===== src/hw/rtl/fdtw_pkg.sv =====
// Shared types, codes and constants for the structure block token walker.
package fdtw_pkg;

    localparam int unsigned C_POS_BITS   = 24;
    localparam int unsigned C_DEPTH_BITS = 8;
    localparam int unsigned C_SKIP_BITS  = 30;
    localparam int unsigned C_PADDR_BITS = 3;

    localparam logic [31:0] C_PAD_ROUND  = 32'd3;
    localparam logic [C_POS_BITS:0] C_WORD_BYTES = (C_POS_BITS + 1)'(4);
    localparam logic [C_POS_BITS:0] C_PROP_HDR_BYTES = (C_POS_BITS + 1)'(12);

    localparam logic signed [C_DEPTH_BITS-1:0] C_DEPTH_MAX = {1'b0, {(C_DEPTH_BITS-1){1'b1}}};
    localparam logic signed [C_DEPTH_BITS-1:0] C_DEPTH_MIN = {1'b1, {(C_DEPTH_BITS-1){1'b0}}};

    // token codes in token position
    localparam logic [31:0] C_TOK_BEGIN   = 32'd1;
    localparam logic [31:0] C_TOK_ENDNODE = 32'd2;
    localparam logic [31:0] C_TOK_PROP    = 32'd3;
    localparam logic [31:0] C_TOK_NOP     = 32'd4;
    localparam logic [31:0] C_TOK_END     = 32'd9;

    // register address, compared with bit 2 of the byte address
    localparam logic C_REG_STRUCT_SIZE = 1'b0;

    typedef enum logic [2:0] {
        MODE_TOKEN = 3'd0,
        MODE_NAME  = 3'd1,
        MODE_PLEN  = 3'd2,
        MODE_NOFF  = 3'd3,
        MODE_SKIP  = 3'd4,
        MODE_DONE  = 3'd5
    } t_mode;

    typedef enum logic [1:0] {
        EV_BEGIN   = 2'd0,
        EV_ENDNODE = 2'd1,
        EV_PROP    = 2'd2,
        EV_END     = 2'd3
    } t_event;

    typedef enum logic [1:0] {
        CAUSE_END_TOKEN = 2'd0,
        CAUSE_UNKNOWN   = 2'd1,
        CAUSE_EXHAUSTED = 2'd2,
        CAUSE_TRUNCATED = 2'd3
    } t_cause;

    typedef struct packed {
        logic [31:0] word;
        logic        start_req;
    } t_in_beat;

    typedef struct packed {
        logic [1:0]                     event_res;
        logic signed [C_DEPTH_BITS-1:0] depth;
        logic [C_POS_BITS-1:0]          offset;
        logic [31:0]                    prop_length;
        logic [31:0]                    name_offset;
        logic [1:0]                     end_cause;
        logic                           last;
    } t_out_beat;

endpackage


===== src/hw/rtl/fdt_structure_token_walker.sv =====
// Structure block token walker: one 32-bit word in, up to two token events out.
// An event is in the output queue the cycle after its word beat is taken.
// Throughput: one word beat per cycle while input ready is high; a word that yields two
// events (an event plus the block-exhausted end) takes two output queue entries.
// Input ready drops only while the four-entry output queue has fewer than two free slots.
// Reset (i_rst_n low, synchronous) empties the queue and clears mode, position, depth,
// skip count and struct_size.
module fdt_structure_token_walker (
    input  logic                                  i_clk,
    input  logic                                  i_rst_n,
    // word beats
    input  logic                                  i_in_valid,
    output logic                                  o_in_ready,
    input  fdtw_pkg::t_in_beat                    i_in_data,
    // event beats
    output logic                                  o_out_valid,
    input  logic                                  i_out_ready,
    output fdtw_pkg::t_out_beat                   o_out_data,
    // register port
    input  logic                                  psel,
    input  logic                                  penable,
    input  logic                                  pwrite,
    input  logic [fdtw_pkg::C_PADDR_BITS-1:0]     paddr,
    input  logic [31:0]                           pwdata,
    output logic [31:0]                           prdata,
    output logic                                  pready
);
    import fdtw_pkg::*;

    localparam int unsigned QDEPTH = 4;
    localparam int unsigned QPTR   = $clog2(QDEPTH);

    // ---------------------------------------------------------------
    // Register port: struct_size only. Always ready.
    // ---------------------------------------------------------------
    logic [C_POS_BITS-1:0] r_struct_size;
    logic                  cfg_wr;

    assign pready = 1'b1;
    assign cfg_wr = psel & penable & pwrite & pready;
    assign prdata = (paddr[2] == C_REG_STRUCT_SIZE)
                  ? {{(32 - C_POS_BITS){1'b0}}, r_struct_size} : 32'd0;

    always_ff @(posedge i_clk) begin
        if (!i_rst_n) begin
            r_struct_size <= '0;
        end else if (cfg_wr && paddr[2] == C_REG_STRUCT_SIZE) begin
            r_struct_size <= pwdata[C_POS_BITS-1:0];
        end
    end

    // ---------------------------------------------------------------
    // Walker state
    // ---------------------------------------------------------------
    t_mode                          r_mode, n_mode;
    logic [C_POS_BITS-1:0]          r_pos, n_pos;
    logic signed [C_DEPTH_BITS-1:0] r_depth, n_depth;
    logic [C_SKIP_BITS-1:0]         r_skip, n_skip;
    logic [31:0]                    r_held_len, n_held_len;
    logic [C_POS_BITS-1:0]          r_item_start, n_item_start;  // no reset, written first

    logic in_take;
    assign in_take = i_in_valid & o_in_ready;

    // start_req clears the state before the word is looked at
    t_mode                          mode_e;
    logic [C_POS_BITS-1:0]          pos_e;
    logic signed [C_DEPTH_BITS-1:0] depth_e;
    logic [C_SKIP_BITS-1:0]         skip_e;
    logic [31:0]                    held_len_e;
    logic [31:0]                    word;

    assign word       = i_in_data.word;
    assign mode_e     = i_in_data.start_req ? MODE_TOKEN : r_mode;
    assign pos_e      = i_in_data.start_req ? '0 : r_pos;
    assign depth_e    = i_in_data.start_req ? '0 : r_depth;
    assign skip_e     = i_in_data.start_req ? '0 : r_skip;
    assign held_len_e = i_in_data.start_req ? '0 : r_held_len;

    // position arithmetic, one bit of headroom for the compares
    logic [C_POS_BITS:0]   sum4, sum12, next_sum4;
    logic [C_POS_BITS-1:0] pos_inc4, pos_inc12;
    logic                  tok_fit, hdr_fit, adv;

    assign sum4      = {1'b0, pos_e} + C_WORD_BYTES;
    assign sum12     = {1'b0, pos_e} + C_PROP_HDR_BYTES;
    assign pos_inc4  = sum4[C_POS_BITS]  ? '1 : sum4[C_POS_BITS-1:0];
    assign pos_inc12 = sum12[C_POS_BITS] ? '1 : sum12[C_POS_BITS-1:0];
    assign tok_fit   = sum4  <= {1'b0, r_struct_size};
    assign hdr_fit   = sum12 <= {1'b0, r_struct_size};

    // name: stop at the first word holding a zero byte
    logic zero_byte;
    assign zero_byte = (word[31:24] == 8'd0) || (word[23:16] == 8'd0) ||
                       (word[15:8] == 8'd0)  || (word[7:0] == 8'd0);

    // padded data length in words, modulo 2^32 before the shift
    logic [31:0]            pad_len;
    logic [C_SKIP_BITS-1:0] skip_new, skip_dec;
    assign pad_len  = r_held_len + C_PAD_ROUND;
    assign skip_new = pad_len[31:2];
    assign skip_dec = (skip_e != '0) ? skip_e - 1'b1 : '0;

    // every mode but done/token-out-of-room advances the position by a word
    assign adv = ((mode_e == MODE_TOKEN) && tok_fit) || (mode_e == MODE_NAME) ||
                 (mode_e == MODE_PLEN) || (mode_e == MODE_NOFF) || (mode_e == MODE_SKIP);

    // mode before the block-exhausted check
    t_mode mode_pre;

    always_comb begin
        mode_pre = mode_e;
        unique case (mode_e)
            MODE_TOKEN: begin
                if (!tok_fit) begin
                    mode_pre = MODE_DONE;
                end else begin
                    case (word)
                        C_TOK_BEGIN:   mode_pre = MODE_NAME;
                        C_TOK_ENDNODE: mode_pre = MODE_TOKEN;
                        C_TOK_PROP:    mode_pre = hdr_fit ? MODE_PLEN : MODE_DONE;
                        C_TOK_NOP:     mode_pre = MODE_TOKEN;
                        default:       mode_pre = MODE_DONE;   // end token or unknown
                    endcase
                end
            end
            MODE_NAME: mode_pre = zero_byte ? MODE_TOKEN : MODE_NAME;
            MODE_PLEN: mode_pre = MODE_NOFF;
            MODE_NOFF: mode_pre = (skip_new != '0) ? MODE_SKIP : MODE_TOKEN;
            MODE_SKIP: mode_pre = (skip_dec == '0) ? MODE_TOKEN : MODE_SKIP;
            default:   mode_pre = MODE_DONE;
        endcase
    end

    // datapath next values
    logic exhaust;

    always_comb begin
        n_pos        = adv ? pos_inc4 : pos_e;
        n_depth      = depth_e;
        n_skip       = skip_e;
        n_held_len   = held_len_e;
        n_item_start = r_item_start;
        if (mode_e == MODE_TOKEN && tok_fit) begin
            if (word == C_TOK_BEGIN && depth_e != C_DEPTH_MAX) begin
                n_depth = depth_e + 1'b1;
            end
            if (word == C_TOK_ENDNODE && depth_e != C_DEPTH_MIN) begin
                n_depth = depth_e - 1'b1;
            end
            if (word == C_TOK_PROP) begin
                n_item_start = pos_inc12;
            end
        end
        if (mode_e == MODE_PLEN) begin
            n_held_len = word;
        end
        if (mode_e == MODE_NOFF) begin
            n_skip = skip_new;
        end
        if (mode_e == MODE_SKIP) begin
            n_skip = skip_dec;
        end
    end

    // after the word: expecting a token with less than a word left ends the walk
    assign next_sum4 = {1'b0, n_pos} + C_WORD_BYTES;
    assign exhaust   = (mode_pre == MODE_TOKEN) && (next_sum4 > {1'b0, r_struct_size});
    assign n_mode    = exhaust ? MODE_DONE : mode_pre;

    always_ff @(posedge i_clk) begin
        if (!i_rst_n) begin
            r_mode     <= MODE_TOKEN;
            r_pos      <= '0;
            r_depth    <= '0;
            r_skip     <= '0;
            r_held_len <= '0;
        end else if (in_take) begin
            r_mode     <= n_mode;
            r_pos      <= n_pos;
            r_depth    <= n_depth;
            r_skip     <= n_skip;
            r_held_len <= n_held_len;
        end
    end

    always_ff @(posedge i_clk) begin
        if (in_take) begin
            r_item_start <= n_item_start;
        end
    end

    // ---------------------------------------------------------------
    // Event generation: primary event (ev_a) and exhausted end (ev_b)
    // ---------------------------------------------------------------
    t_out_beat ev_a, ev_b;
    logic      ev_a_vld;

    always_comb begin
        ev_a             = '0;
        ev_a.depth       = n_depth;
        ev_a_vld         = 1'b0;
        if (mode_e == MODE_TOKEN) begin
            ev_a_vld = 1'b1;
            if (!tok_fit) begin
                ev_a.event_res = EV_END;
                ev_a.offset    = pos_e;
                ev_a.end_cause = CAUSE_EXHAUSTED;
            end else begin
                case (word)
                    C_TOK_BEGIN: begin
                        ev_a.event_res = EV_BEGIN;
                        ev_a.offset    = n_pos;
                    end
                    C_TOK_ENDNODE: begin
                        ev_a.event_res = EV_ENDNODE;
                    end
                    C_TOK_PROP: begin
                        ev_a_vld       = !hdr_fit;
                        ev_a.event_res = EV_END;
                        ev_a.offset    = pos_e;
                        ev_a.end_cause = CAUSE_TRUNCATED;
                    end
                    C_TOK_NOP: begin
                        ev_a_vld = 1'b0;
                    end
                    C_TOK_END: begin
                        ev_a.event_res = EV_END;
                        ev_a.offset    = pos_e;
                        ev_a.end_cause = CAUSE_END_TOKEN;
                    end
                    default: begin
                        ev_a.event_res = EV_END;
                        ev_a.offset    = pos_e;
                        ev_a.end_cause = CAUSE_UNKNOWN;
                    end
                endcase
            end
        end else if (mode_e == MODE_NOFF) begin
            ev_a_vld         = 1'b1;
            ev_a.event_res   = EV_PROP;
            ev_a.offset      = r_item_start;
            ev_a.prop_length = held_len_e;
            ev_a.name_offset = word;
        end
        ev_a.last = !exhaust;

        ev_b           = '0;
        ev_b.event_res = EV_END;
        ev_b.depth     = n_depth;
        ev_b.offset    = n_pos;
        ev_b.end_cause = CAUSE_EXHAUSTED;
        ev_b.last      = 1'b1;
    end

    // ---------------------------------------------------------------
    // Output queue: four entries, up to two pushed per word beat
    // ---------------------------------------------------------------
    t_out_beat        r_q [QDEPTH];
    logic [QPTR-1:0]  r_wr_ptr, r_rd_ptr;
    logic [QPTR:0]    r_count;
    logic [1:0]       push_n;
    logic             pop;
    logic [QPTR-1:0]  wr_ptr1;

    assign push_n = in_take ? ({1'b0, ev_a_vld} + {1'b0, exhaust}) : 2'd0;
    assign pop    = o_out_valid & i_out_ready;
    assign wr_ptr1 = r_wr_ptr + 1'b1;

    assign o_in_ready  = r_count <= (QPTR + 1)'(QDEPTH - 2);
    assign o_out_valid = r_count != '0;
    assign o_out_data  = r_q[r_rd_ptr];

    always_ff @(posedge i_clk) begin
        if (push_n != 2'd0) begin
            r_q[r_wr_ptr] <= ev_a_vld ? ev_a : ev_b;
        end
        if (push_n == 2'd2) begin
            r_q[wr_ptr1] <= ev_b;
        end
    end

    always_ff @(posedge i_clk) begin
        if (!i_rst_n) begin
            r_wr_ptr <= '0;
            r_rd_ptr <= '0;
            r_count  <= '0;
        end else begin
            r_wr_ptr <= r_wr_ptr + QPTR'(push_n);
            if (pop) begin
                r_rd_ptr <= r_rd_ptr + 1'b1;
            end
            r_count <= r_count + (QPTR + 1)'(push_n) - (QPTR + 1)'(pop);
        end
    end

endmodule

===== config.mk =====
export PLATFORM = sky130hd
export DESIGN_NAME = fdt_structure_token_walker
export DESIGN_NICKNAME = d
export VERILOG_FILES = /design/src/hw/rtl/fdtw_pkg.sv /design/src/hw/rtl/fdt_structure_token_walker.sv
export SDC_FILE = /design/constraint.sdc
export NUM_CORES = 1
export LEC_CHECK = 0
export ABC_AREA = 1
export BUFFER_PORTS_ARGS = -buffer_cell sky130_fd_sc_hd__buf_2
export CAP_MARGIN = 20
export CORE_MARGIN = 2
export CORE_UTILIZATION = 30
export CTS_BUF_LIST = sky130_fd_sc_hd__clkbuf_8
export CTS_CLUSTER_DIAMETER = 80
export DETAILED_ROUTE_END_ITERATION = 10
export GPL_ROUTABILITY_DRIVEN = 0
export PLACE_DENSITY = 0.54
export SYNTH_ARGS = -nofsm -noshare
export SYNTH_HDL_FRONTEND = slang
export SYNTH_SLANG_ARGS = --single-unit

===== constraint.sdc =====
create_clock -name i_clk -period 11.65 [get_ports i_clk]
set_input_delay 2.9125 -clock i_clk [delete_from_list [all_inputs] [get_ports i_clk]]
set_output_delay 2.9125 -clock i_clk [all_outputs]
set_load 0.05 [all_outputs]

==> results.yml <==
logic_synthesis:
  yosys_register_bits: 558
  syn_inst: 3901
  synthMuxAreaShare: 0
  yosysTopAreaCell: "dfxtp_1"
  synth_edf_count: 152
  postSynthAreaPerCell_um2: 7.64
  synth_seq_area_share: 0.426
  synthFlopType: "dfxtp_1"
  synthAdderAreaFrac: 0.0343
  synthTopCellsByCount: "nand2_1 (593), o21ai_0 (483), nor2_1 (473)"
  synthArstFlopShare: 0
  synth_area_um2: 29800
  synthSimpleGateAreaFrac: 0.195
  synth_compound_area_frac: 0.235
  synth_top_family_by_area: "compound AO/OA/AOI/OAI gates"
  yosys.cell_types.count: 53
  synthMostInstantiatedCell: "nand2_1"
  synth.top_cell.area_share: 0.273
  ys_warn_count: 0
  synth_area_leaders: "dfxtp_1 (27%), edfxtp_1 (15%), o21ai_0 (8.1%)"
  synth_xor_area_frac: 0.0229
floorplan:
  chipWidth_um: 319
  core_um2: 98400
  pin_count: 211
  die_area_um2: 102000
  floorplan.initialDensity: 0.303
  rows: 115
  dieHeight_um: 319
clocking:
  htreeDepth: 3
  cts_root_buf: "clkbuf_8"
  cts.clk_slew.worst_paths_ns: 0.06
  insertion_delay_ns: 0.76
  cts_buffer_depth: 3
  postCtsSetupBuffers: 0
  cts.sinks: 558
  post_cts_resized: 0
  postCtsHoldBufs: 0
  cts_tree: "yes"
  cts_buffers: 98
power:
  total_power_uw: 7470
  vdd_drop_max_uv: 127
  p_leak_uw: 0.0143
  p_per_area_nw_per_um2: 219
sta:
  fmax_mhz: 91.0
  setup-violations-final: 0
  worst_slew_pin_slew_ns: 1.08
  finalCriticalPeriod_ns: 10.99
  final_max_slew_viol_count: 0
  tns_ns: 0
  max_slew_margin: 0.279
  period_share: 0.943
  finClkSkew_ns: 0.0486
  hold_viol: 0
  fin_hold_ws_ns: 0.454
  rsz0062_at_grt: "no"
routing:
  ant_nets: 0
  drtPass1Iterations: 6
  drc_errors: 0
  num_vias: 28200
  via_per_inst: 5.24
  drt_iter0_drc: 2334
  wl_per_cell_um: 20.0
  wl_um: 108000
final_layout:
  drive_gt1_frac: 0.135
  fillers: 10600
  synthToLayoutAreaGrowth_pct: 14.6
  final_nets: 4176
  utilization: 0.347
critical_path:
  cp_common_cell: "inv_1"
  crit_type: "input pin to register"
  cp_slowest_cell: "buf_12"
  end_kind: "register"
  cp.required_ns: 12.29
  crit_arrival_ns: 11.63
  start_kind: "input pin"
  reg2reg_slack_ns: 2.88
  cp_max_fo: 61
  max_stage_delay_ns: 0.35
grt:
  grt_pass1_vias: 26500
  track_usage: 0.206
  grt_pass1_wl_um: 164000
  antenna_found_initial: 3
  grt_max_degree: 110
  overflow: 0
job:
  cap_violations: 0
outcome:
  status: "completed"
placement:
  hpwl_um: 71400
  io_buffers: 191
worst_hold_path:
  min_path_type: "register to register"
[sequential cells by signal, indices dropped and copies added (netlist names), named ones only]
signal	count
r_struct_size	24
r_rd_ptr	2
r_mode	3
r_q	404
r_depth	8
r_pos	24
r_skip	30
r_held_len	32
r_wr_ptr	2
r_count	3
r_item_start	24
[power by group]
part           internal, uW  leakage [uW]  switching, uW
sequential             2220       0.00454            114
clock                  1030       0.00120            893
combinational           808       0.00857           2400
total                  4060        0.0143           3410
[worst paths after layout]
kind	from	to	depth (start not counted)
setup / recovery	i_in_data[0]	r_q[0][11]	53
hold / removal	r_q[1][4]	r_q[1][4]	2
setup reg to reg	r_pos[3]	r_q[0][11]	51
hold reg to reg	r_q[1][4]	r_q[1][4]	2
[cell families (layout without fill, tap and decap cells)]
group | Yosys count | after routing
AOI/OAI and AO/OA | 1165 | 1165
xor gates and xnor gates | 78 | 78
adders and majority gates | 81 | 81
buffers and inverters | 656 | 848
DFF | 558 | 558
other | 2 | 11
and+or+nand+nor | 1361 | 1361
[layout make-up]
type                            instances  area (um^2)  share of cell area
Multi-Input combinational cell       2694        14600               0.428
Sequential cell                       558        12700               0.372
Clock buffer                          124         1710              0.0500
Timing Repair Buffer                  263         1620              0.0474
Tap cell                             1287         1610              0.0472
Inverter                              405         1530              0.0447
Clock inverter                         56          365              0.0107
Antenna cell                            2         5.00            0.000147
[placed cells by master, fill, tap and decap left out, drive strengths merged, types with 80 or more instances in the layout]
master and instances:
a21oi 159, a22o 128, buf 263, clkbuf 124, dfxtp 406, edfxtp 152, ha 80, inv 437
nand2 616, nand3 101, nor2 501, o21ai 517, o22ai 239
[metal layers]
layer / wire length (um) / track usage
met5: 0 / 0
met4: 3530 / 0.0741
met3: 6620 / 0.0281
met2: 50900 / 0.340
met1: 47000 / 0.273
[metrics by stage]
stage | setup slack (ns) | cells | cell area (um^2)
4_1_cts | 0.775 | 5387 | 34100
3_3_place_gp | 0.0410 | 5206 | 32000
3_5_place_dp | 0.0440 | 5207 | 32100
5_1_grt | 0.00509 | 5388 | 34100
2_1_floorplan | 1.35 | 3908 | 29800
6_report | 0.663 | 5389 | 34200
[critical path, delay by kind of cell]
family	cells	cell delay (ns)
and+or+nand+nor	26	4.03
xor gates and xnor gates	2	0.52
AOI/OAI and AO/OA	4	0.64
adders and majority gates	4	1.11
buffers and inverters	17	2.26
Note: power is estimated with default switching activity, not from simulation.
